[src/rtl/core/zctc_pkg.sv]
// Shared constants and controller/datapath interface types of the capture block.
package zctc_pkg;

  localparam int BLOCK_LEN   = 256;
  localparam int WAVE_LEN    = 64;
  localparam int ROOM        = BLOCK_LEN - WAVE_LEN;
  localparam int ADDR_W      = $clog2(BLOCK_LEN);
  localparam int SAMPLE_W    = 16;
  localparam int SUM_W       = SAMPLE_W + ADDR_W + 1;
  localparam int WCNT_W      = $clog2(WAVE_LEN + 1);
  localparam int WAVE_W      = 8;
  localparam int IDX_W       = 8;
  localparam int WAVE_CLIP   = 127;
  localparam int DIV_SHIFT   = 5;
  localparam int RECIP       = 683;
  localparam int RECIP_SHIFT = 11;
  localparam int SAMPLE_MAX  = 32767;
  localparam int SAMPLE_MIN  = -32768;

  typedef struct packed {
    logic load;
    logic finish;
    logic scan;
    logic emit;
  } cmd_t;

  typedef struct packed {
    logic block_full;
    logic scan_done;
    logic emit_done;
  } sts_t;

endpackage

[src/rtl/core/zctc_ctrl.sv]
// Controller state machine that sequences loading, trigger search and emission.
module zctc_ctrl import zctc_pkg::*; (
  input  logic clk_i,
  input  logic rst_ni,
  input  logic in_valid_i,
  output logic in_ready_o,
  input  sts_t sts_i,
  output cmd_t cmd_o
);

  localparam logic [1:0] ST_LOAD   = 2'd0;
  localparam logic [1:0] ST_FINISH = 2'd1;
  localparam logic [1:0] ST_SCAN   = 2'd2;
  localparam logic [1:0] ST_EMIT   = 2'd3;

  logic [1:0] state_q;
  logic [1:0] state_d;

  always_comb begin
    state_d    = state_q;
    cmd_o      = '0;
    in_ready_o = 1'b0;
    case (state_q)
      ST_LOAD: begin
        in_ready_o = 1'b1;
        cmd_o.load = in_valid_i;
        if (sts_i.block_full) begin
          state_d = ST_FINISH;
        end
      end
      ST_FINISH: begin
        cmd_o.finish = 1'b1;
        state_d      = ST_SCAN;
      end
      ST_SCAN: begin
        cmd_o.scan = 1'b1;
        if (sts_i.scan_done) begin
          state_d = ST_EMIT;
        end
      end
      ST_EMIT: begin
        cmd_o.emit = 1'b1;
        if (sts_i.emit_done) begin
          state_d = ST_LOAD;
        end
      end
      default: begin
        state_d = ST_LOAD;
      end
    endcase
  end

  always_ff @(posedge clk_i or negedge rst_ni) begin
    if (!rst_ni) begin
      state_q <= ST_LOAD;
    end else begin
      state_q <= state_d;
    end
  end

endmodule

[src/rtl/core/zctc_dpath.sv]
// Datapath with the block store, block statistics, trigger search and output scaling.
module zctc_dpath import zctc_pkg::*; (
  input  logic                       clk_i,
  input  logic                       rst_ni,
  input  cmd_t                       cmd_i,
  output sts_t                       sts_o,
  input  logic signed [SAMPLE_W-1:0] sample_i,
  input  logic                       out_ready_i,
  output logic                       out_valid_o,
  output logic signed [WAVE_W-1:0]   wave_sample_o,
  output logic                       window_last_o,
  output logic signed [SAMPLE_W-1:0] block_dc_o,
  output logic [SAMPLE_W-1:0]        peak_to_peak_o,
  output logic [IDX_W-1:0]           trigger_index_o
);

  logic signed [SAMPLE_W-1:0] mem_q [BLOCK_LEN];
  logic signed [SAMPLE_W-1:0] rdata_q;
  logic [ADDR_W-1:0]          rd_addr;
  logic                       rd_en;

  logic [ADDR_W-1:0]          fill_q, fill_d;
  logic signed [SUM_W-1:0]    sum_q, sum_d;
  logic signed [SAMPLE_W-1:0] min_q, min_d;
  logic signed [SAMPLE_W-1:0] max_q, max_d;

  logic signed [SAMPLE_W-1:0] dc_q, dc_d;
  logic [SAMPLE_W-1:0]        p2p_q, p2p_d;
  logic signed [SUM_W-1:0]    sum_shift;
  logic signed [SUM_W-1:0]    dc_full;

  logic [ADDR_W-1:0]          idx_q, idx_d;
  logic signed [SAMPLE_W-1:0] prev_q, prev_d;
  logic [ADDR_W-1:0]          start_q, start_d;
  logic                       hit;

  logic [WCNT_W-1:0]          issue_cnt_q, issue_cnt_d;
  logic [WCNT_W-1:0]          out_cnt_q, out_cnt_d;
  logic                       rd_pend_q, rd_pend_d;
  logic                       out_valid_q, out_valid_d;
  logic                       load_out;
  logic                       issue;

  logic signed [SAMPLE_W:0]   diff;
  logic [SAMPLE_W:0]          mag;
  logic [SAMPLE_W-DIV_SHIFT-1:0] coarse;
  logic [SAMPLE_W-DIV_SHIFT+RECIP_SHIFT-1:0] prod;
  logic [SAMPLE_W-DIV_SHIFT-1:0] quot;
  logic [WAVE_W-1:0]          clipped;
  logic signed [WAVE_W-1:0]   wave_val;

  logic signed [WAVE_W-1:0]   wave_q;
  logic                       last_q;
  logic signed [SAMPLE_W-1:0] odc_q;
  logic [SAMPLE_W-1:0]        op2p_q;
  logic [IDX_W-1:0]           trig_q;

  // Block mean truncated toward zero: arithmetic shift, then round negative values up.
  assign sum_shift = sum_q >>> ADDR_W;
  assign dc_full   = sum_shift + SUM_W'(sum_q[SUM_W-1] & (|sum_q[ADDR_W-1:0]));

  assign hit = (idx_q != '0) && (prev_q <= dc_q) && (rdata_q > dc_q);

  assign load_out = cmd_i.emit && rd_pend_q && (!out_valid_q || out_ready_i);
  assign issue    = cmd_i.emit && (issue_cnt_q != WCNT_W'(WAVE_LEN)) &&
                    (!rd_pend_q || load_out);

  assign sts_o.block_full = cmd_i.load && (fill_q == ADDR_W'(BLOCK_LEN - 1));
  assign sts_o.scan_done  = cmd_i.scan && (hit || (idx_q == ADDR_W'(ROOM - 1)));
  assign sts_o.emit_done  = load_out && (out_cnt_q == WCNT_W'(WAVE_LEN - 1));

  always_comb begin
    rd_en   = 1'b0;
    rd_addr = '0;
    if (cmd_i.finish) begin
      rd_en = 1'b1;
    end else if (cmd_i.scan) begin
      rd_en   = 1'b1;
      rd_addr = idx_q + ADDR_W'(1);
    end else if (issue) begin
      rd_en   = 1'b1;
      rd_addr = start_q + ADDR_W'(issue_cnt_q);
    end
  end

  // Division by 96 as a shift by 32 followed by a reciprocal multiply for 3.
  always_comb begin
    diff     = {rdata_q[SAMPLE_W-1], rdata_q} - {dc_q[SAMPLE_W-1], dc_q};
    mag      = diff[SAMPLE_W] ? (~diff + 1'b1) : diff;
    coarse   = mag[SAMPLE_W-1:DIV_SHIFT];
    prod     = coarse * (SAMPLE_W-DIV_SHIFT+RECIP_SHIFT)'(RECIP);
    quot     = prod[SAMPLE_W-DIV_SHIFT+RECIP_SHIFT-1:RECIP_SHIFT];
    clipped  = (quot > (SAMPLE_W-DIV_SHIFT)'(WAVE_CLIP)) ? WAVE_W'(WAVE_CLIP)
                                                         : WAVE_W'(quot);
    wave_val = diff[SAMPLE_W] ? -$signed(clipped) : $signed(clipped);
  end

  always_comb begin
    fill_d      = fill_q;
    sum_d       = sum_q;
    min_d       = min_q;
    max_d       = max_q;
    dc_d        = dc_q;
    p2p_d       = p2p_q;
    idx_d       = idx_q;
    prev_d      = prev_q;
    start_d     = start_q;
    issue_cnt_d = issue_cnt_q;
    out_cnt_d   = out_cnt_q;
    rd_pend_d   = rd_pend_q;
    out_valid_d = out_valid_q;

    if (cmd_i.load) begin
      fill_d = fill_q + ADDR_W'(1);
      sum_d  = sum_q + {{(SUM_W-SAMPLE_W){sample_i[SAMPLE_W-1]}}, sample_i};
      if (sample_i < min_q) begin
        min_d = sample_i;
      end
      if (sample_i > max_q) begin
        max_d = sample_i;
      end
    end

    if (cmd_i.finish) begin
      dc_d   = dc_full[SAMPLE_W-1:0];
      p2p_d  = SAMPLE_W'(max_q - min_q);
      fill_d = '0;
      sum_d  = '0;
      min_d  = SAMPLE_W'(SAMPLE_MAX);
      max_d  = SAMPLE_W'(SAMPLE_MIN);
      idx_d  = '0;
    end

    if (cmd_i.scan) begin
      prev_d = rdata_q;
      idx_d  = idx_q + ADDR_W'(1);
      if (sts_o.scan_done) begin
        start_d     = hit ? idx_q : '0;
        issue_cnt_d = '0;
        out_cnt_d   = '0;
        rd_pend_d   = 1'b0;
      end
    end

    if (issue) begin
      issue_cnt_d = issue_cnt_q + WCNT_W'(1);
      rd_pend_d   = 1'b1;
    end else if (load_out) begin
      rd_pend_d = 1'b0;
    end

    if (load_out) begin
      out_cnt_d   = out_cnt_q + WCNT_W'(1);
      out_valid_d = 1'b1;
    end else if (out_ready_i) begin
      out_valid_d = 1'b0;
    end
  end

  always_ff @(posedge clk_i) begin
    if (cmd_i.load) begin
      mem_q[fill_q] <= sample_i;
    end
    if (rd_en) begin
      rdata_q <= mem_q[rd_addr];
    end
  end

  always_ff @(posedge clk_i or negedge rst_ni) begin
    if (!rst_ni) begin
      fill_q      <= '0;
      sum_q       <= '0;
      min_q       <= SAMPLE_W'(SAMPLE_MAX);
      max_q       <= SAMPLE_W'(SAMPLE_MIN);
      idx_q       <= '0;
      issue_cnt_q <= '0;
      out_cnt_q   <= '0;
      rd_pend_q   <= 1'b0;
      out_valid_q <= 1'b0;
    end else begin
      fill_q      <= fill_d;
      sum_q       <= sum_d;
      min_q       <= min_d;
      max_q       <= max_d;
      idx_q       <= idx_d;
      issue_cnt_q <= issue_cnt_d;
      out_cnt_q   <= out_cnt_d;
      rd_pend_q   <= rd_pend_d;
      out_valid_q <= out_valid_d;
    end
  end

  always_ff @(posedge clk_i) begin
    dc_q    <= dc_d;
    p2p_q   <= p2p_d;
    prev_q  <= prev_d;
    start_q <= start_d;
    if (load_out) begin
      wave_q <= wave_val;
      last_q <= (out_cnt_q == WCNT_W'(WAVE_LEN - 1));
      odc_q  <= dc_q;
      op2p_q <= p2p_q;
      trig_q <= IDX_W'(start_q);
    end
  end

  assign out_valid_o     = out_valid_q;
  assign wave_sample_o   = wave_q;
  assign window_last_o   = last_q;
  assign block_dc_o      = odc_q;
  assign peak_to_peak_o  = op2p_q;
  assign trigger_index_o = trig_q;

endmodule

[src/rtl/core/zero_crossing_triggered_capture.sv]
// Top level of the rising zero-crossing triggered capture block.
// Each sample transfer is written into a 256-entry block store while the block sum,
// minimum and maximum are updated. After the 256th sample the block no longer accepts
// input: a finish step forms the mean and peak-to-peak value, the trigger search then
// reads the store one entry per cycle, and the 64-sample window follows at one result
// per cycle while the output is not stalled, each read of the store being registered.
// The store has a single read port, used in turn by the finish step, the trigger search
// and the window read-out. The last result of a window may still wait in the output
// register while the next block begins to load.
module zero_crossing_triggered_capture import zctc_pkg::*; (
  input  logic                       clk_i,
  input  logic                       rst_ni,
  input  logic                       in_valid_i,
  output logic                       in_ready_o,
  input  logic signed [SAMPLE_W-1:0] sample_i,
  output logic                       out_valid_o,
  input  logic                       out_ready_i,
  output logic signed [WAVE_W-1:0]   wave_sample_o,
  output logic                       window_last_o,
  output logic signed [SAMPLE_W-1:0] block_dc_o,
  output logic [SAMPLE_W-1:0]        peak_to_peak_o,
  output logic [IDX_W-1:0]           trigger_index_o
);

  cmd_t cmd;
  sts_t sts;

  zctc_ctrl u_ctrl (
    .clk_i      (clk_i),
    .rst_ni     (rst_ni),
    .in_valid_i (in_valid_i),
    .in_ready_o (in_ready_o),
    .sts_i      (sts),
    .cmd_o      (cmd)
  );

  zctc_dpath u_dpath (
    .clk_i           (clk_i),
    .rst_ni          (rst_ni),
    .cmd_i           (cmd),
    .sts_o           (sts),
    .sample_i        (sample_i),
    .out_ready_i     (out_ready_i),
    .out_valid_o     (out_valid_o),
    .wave_sample_o   (wave_sample_o),
    .window_last_o   (window_last_o),
    .block_dc_o      (block_dc_o),
    .peak_to_peak_o  (peak_to_peak_o),
    .trigger_index_o (trigger_index_o)
  );

endmodule

[config.mk]
export PLATFORM = sky130hd
export DESIGN_NAME = zero_crossing_triggered_capture
export DESIGN_NICKNAME = d
export VERILOG_FILES = /design/src/rtl/core/zctc_pkg.sv /design/src/rtl/core/zctc_ctrl.sv /design/src/rtl/core/zctc_dpath.sv /design/src/rtl/core/zero_crossing_triggered_capture.sv
export SDC_FILE = /design/constraint.sdc
export NUM_CORES = 2
export LEC_CHECK = 0
export BUFFER_PORTS_ARGS = -buffer_cell sky130_fd_sc_hd__buf_2
export CORE_MARGIN = 2
export CORE_UTILIZATION = 50
export DETAILED_ROUTE_END_ITERATION = 16
export PLACE_DENSITY = 0.73
export SLEW_MARGIN = 20
export SYNTH_ARGS = -nofsm -noshare
export SYNTH_HDL_FRONTEND = slang
export SYNTH_HIERARCHICAL = 1
export SYNTH_SLANG_ARGS = --single-unit
[constraint.sdc]
create_clock -name clk_i -period 12.4 [get_ports clk_i]
set_input_delay 1.86 -clock clk_i [delete_from_list [all_inputs] [get_ports clk_i]]
set_output_delay 1.86 -clock clk_i [all_outputs]
set_load 0.05 [all_outputs]
==> Flow_metrics.wiki <==
{| class="wikitable"
! Metric !! Value
|-
| Reported max-cap violation count || 1
|-
| Longest Clk Path Bufs || 4
|-
| Ys Warns || 6
|-
| Period Utilization, post-route || 80.3%
|-
| Tmin final || 9960 ps
|-
| Worst setup path startpoint || u_dpath/rdata_q[0]
|-
| Number of pins exceeding their max-slew limit in the final report || 0
|-
| Post_cts resized || 0
|-
| Starting DRC count in detailed routing || 16.6k
|-
| Via/cell ratio || 6.62
|-
| Clock slew at reported path FFs || 60 ps
|-
| Vias in the first global route || 103k
|-
| Crit-path max cell delay || 610 ps
|-
| Largest fanout on the critical path || 8
|-
| Overall track demand over capacity in global routing || 27.0%
|-
| Rows || 218
|-
| Worst setup SP type || flip-flop
|-
| Placed standard-cell area || 184,000 um2
|-
| #FFs+latches synth || 4,308
|-
| Port Buffer Count || 70
|-
| Endpoint of the most critical register-to-register path || u_dpath/wave_sample_o[6]
|-
| Weighted congestion at the end of routability-driven global placement || 0.910
|-
| First-pass GRT wire length || 713,000 um
|-
| Drt wl/cell || 30.7 um
|-
| Critical path endpoint category || flip-flop
|-
| DRC viols || 2
|-
| Violations in the final reports || DRC, capacitance limit
|-
| Placeable core region || 352,000 um2
|-
| Final count of hold timing violations || 0
|-
| Slowest-stage cell, CP || sky130_fd_sc_hd__nor4_1
|-
| Arrival time at the worst endpoint || 10,680 ps
|-
| CTS sink cnt || 4,308
|-
| Top FF cell, synth || sky130_fd_sc_hd__edfxtp_1
|-
| Initial antenna violation count || 32
|-
| Die area || 359,000 um2
|-
| Count of flip-flops with a built-in enable after synthesis || 4,217
|-
| Max Clk Rate || 0.100 GHz
|-
| Number of cells traversed by the worst register-to-register path || 34
|-
| Post-synthesis to final-layout area growth || 11.5%
|-
| Number of levels in the clock H-tree || 5
|-
| Final global-route overflow total || 0
|-
| Layout Cells excl Fill || 16.0k
|-
| Cell occurring most often along the worst timing path || sky130_fd_sc_hd__ha_1
|-
| Synth async-reset ratio || 2.11%
|-
| Inst Count DP || 15.2k
|-
| Via count of the routed design || 106k
|-
| Post-route standard cell area excluding fillers || 197,000 um2
|-
| Max Clock Skew || 79.9 ps
|-
| Die Y-Extent || 599 um
|-
| Synthesized Nets || 11.1k
|-
| Average size of a mapped cell || 16.3 um2
|-
| Normalized max-slew margin || 1.43%
|-
| DIE WIDTH || 599 um
|-
| Critical path required time || 13,120 ps
|-
| Worst-Skew Late Latency || 980 ps
|-
| Total wirelength of the detailed-routed design || 491,000 um
|-
| Worst hold path endpoint || u_dpath/peak_to_peak_o[1]
|-
| CTS buffer count || 414
|-
| Unrepaired setup endpoints after global routing || no
|-
| Launching point of the worst reg2reg path || u_dpath/rdata_q[0]
|-
| Count of nets after finishing || 11.2k
|-
| Hold Path Cell Cnt || 0
|-
| Final hold slack || 405 ps
|-
| Min-Delay Startpoint || u_dpath/p2p_q[1]
|-
| Gate Count Post-Synth || 10.9k
|-
| Effective utilization at floorplan || 50.2%
|-
| Largest net degree at the start of global routing || 188
|-
| Final TNS setup || 0 ps
|-
| CTS tree || yes
|-
| Post-DP HPWL || 286,000 um
|-
| Result of the run || finished with violations
|-
| Cell area after technology mapping || 177,000 um2
|-
| Hold/Removal Path Class || reg -> reg
|-
| Setup slack of the most critical reg-to-reg path || 2440 ps
|-
| Post-DRT Antenna Nets || 0
|-
| Clock tree root buffer cell || sky130_fd_sc_hd__clkbuf_16
|-
| Distinct cell type count after synthesis || 81
|-
| # IOs || 71
|-
| Cts hold-fix bufs || 0
|-
| Post-CTS setup buffer count || 0
|-
| Setup violation total in the final timing report || 0
|-
| Fraction of layout cells with a size suffix above 1 || 15.2%
|-
| DR pass1 iterations || 12
|-
| Slew of the pin with the lowest slew margin || 1440 ps
|-
| Type of the worst setup path || reg -> reg
|-
| Sequential cell area fraction in the yosys report || 72.9%
|-
| Filler cells || 26.2k
|}
per-layer routing:
layer	wire length [um]	up-vias	track usage, %
met2	227000	6954	41.7
met5	231	-	0.201
met4	26800	18	13.7
li1	-	44200	-
met3	59900	1090	6.19
met1	177000	53900	36.2
cell usage in the layout, fill, tap and decap left out, types with 288 or more instances in the layout:
master                      synthesis  layout
sky130_fd_sc_hd__a211oi_1         290     288
sky130_fd_sc_hd__a21oi_1          496     495
sky130_fd_sc_hd__o211ai_1         821     821
sky130_fd_sc_hd__clkbuf_16          0     418
sky130_fd_sc_hd__nor2_1           678     640
sky130_fd_sc_hd__edfxtp_1        4217    4217
sky130_fd_sc_hd__o21ai_0          293     288
sky130_fd_sc_hd__or3_1            784     784
sky130_fd_sc_hd__nor3_1           402     382
sky130_fd_sc_hd__mux4_2           512     512
sky130_fd_sc_hd__buf_4             39     402
registers in the layout (all words and copies together) (netlist names), 7 cells and up:
register,cells
u_dpath/issue_cnt_q,7
u_dpath/dc_q,16
u_dpath/start_q,8
u_dpath/prev_q,16
u_dpath/peak_to_peak_o,16
u_dpath/wave_sample_o,8
u_dpath/out_cnt_q,7
u_dpath/p2p_q,16
u_dpath/fill_q,8
u_dpath/max_q,16
u_dpath/trigger_index_o,8
u_dpath/block_dc_o,16
u_dpath/min_q,16
u_dpath/sum_q,25
u_dpath/rdata_q,16
u_dpath/mem_q,4096
u_dpath/idx_q,8
final cells by class:
| type | count | area (um2) | area share [%] |
|---|---|---|---|
| timing repair buffer | 508 | 4260 | 2.16 |
| sequential | 4308 | 129000 | 65.4 |
| tap | 4730 | 5920 | 3.00 |
| inverter | 143 | 537 | 0.272 |
| multi-input combinational | 5561 | 44300 | 22.5 |
| clock buffer | 528 | 11000 | 5.55 |
| antenna | 25 | 62.6 | 0.0317 |
| clock inverter | 214 | 2260 | 1.14 |
metrics by stage:
stage | setup slack (ps) | utilization [%]
after global placement | 2500 | 52.1
after CTS | 2520 | 55.9
after global routing | 1690 | 55.9
after floorplan | 3990 | -
after detailed placement | 2530 | 52.2
final | 2440 | 56.0
cells by family (layout without fill, tap and decap cells):
kind of cell	Yosys count	count (layout)	share of synthesized area [%]
flip-flops	4308	4308	72.9
AO/OA/AOI/OAI	2399	2399	9.25
AND/OR/NAND/NOR	2305	2305	6.65
buffers and inverters	981	1393	2.38
multiplexers	554	554	6.76
adder cells (fa/ha/maj)	218	218	1.66
XOR/XNOR	85	85	0.421
other	0	25	0
synthesized netlist by cell type, drive strengths merged, types with 20 or more instances:
master / count / area share (%)
o21ai: 295 / 0.83
and3: 20 / 0.071
nand2b: 23 / 0.081
dfrtp: 75 / 1.1
xor2: 31 / 0.15
a21o: 49 / 0.21
a21oi: 497 / 1.4
nand3: 64 / 0.18
nand4: 31 / 0.11
a31oi: 34 / 0.12
o311ai: 234 / 1.2
a211oi: 291 / 1.2
edfxtp: 4217 / 72
nor3: 402 / 1.1
nor4: 25 / 0.088
fa: 29 / 0.33
o22ai: 55 / 0.19
xnor2: 54 / 0.27
nor2: 680 / 1.4
ha: 189 / 1.3
nand2: 181 / 0.38
or3: 784 / 2.8
inv: 142 / 0.30
mux4: 512 / 6.5
buf: 306 / 0.94
mux2i: 41 / 0.23
clkbuf: 532 / 1.1
nor2b: 29 / 0.10
o211ai: 822 / 3.5
worst max-delay path: cells and delay by family, from the launching register on:
| kind | cells | cell delay, ps |
|---|---|---|
| muxes | 1 | 130 |
| and+or+nand+nor | 7 | 1630 |
| adders and majority gates | 9 | 3150 |
| DFF | 1 | 350 |
| AOI/OAI and AO/OA | 14 | 4250 |
| buffers and inverters | 3 | 190 |
worst max path at each step:
stage                               endpoint  cells after the start  slack, ps
floorplan           u_dpath/wave_sample_o[6]                     34       3990
global placement    u_dpath/wave_sample_o[6]                     33       2500
detailed placement  u_dpath/wave_sample_o[6]                     33       2530
CTS                 u_dpath/wave_sample_o[6]                     34       2520
global route        u_dpath/wave_sample_o[6]                     34       1690
finish              u_dpath/wave_sample_o[6]                     34       2440
Power is not shown: default switching activity piles up to over one toggle a cycle in this logic, so the estimate is an artifact.
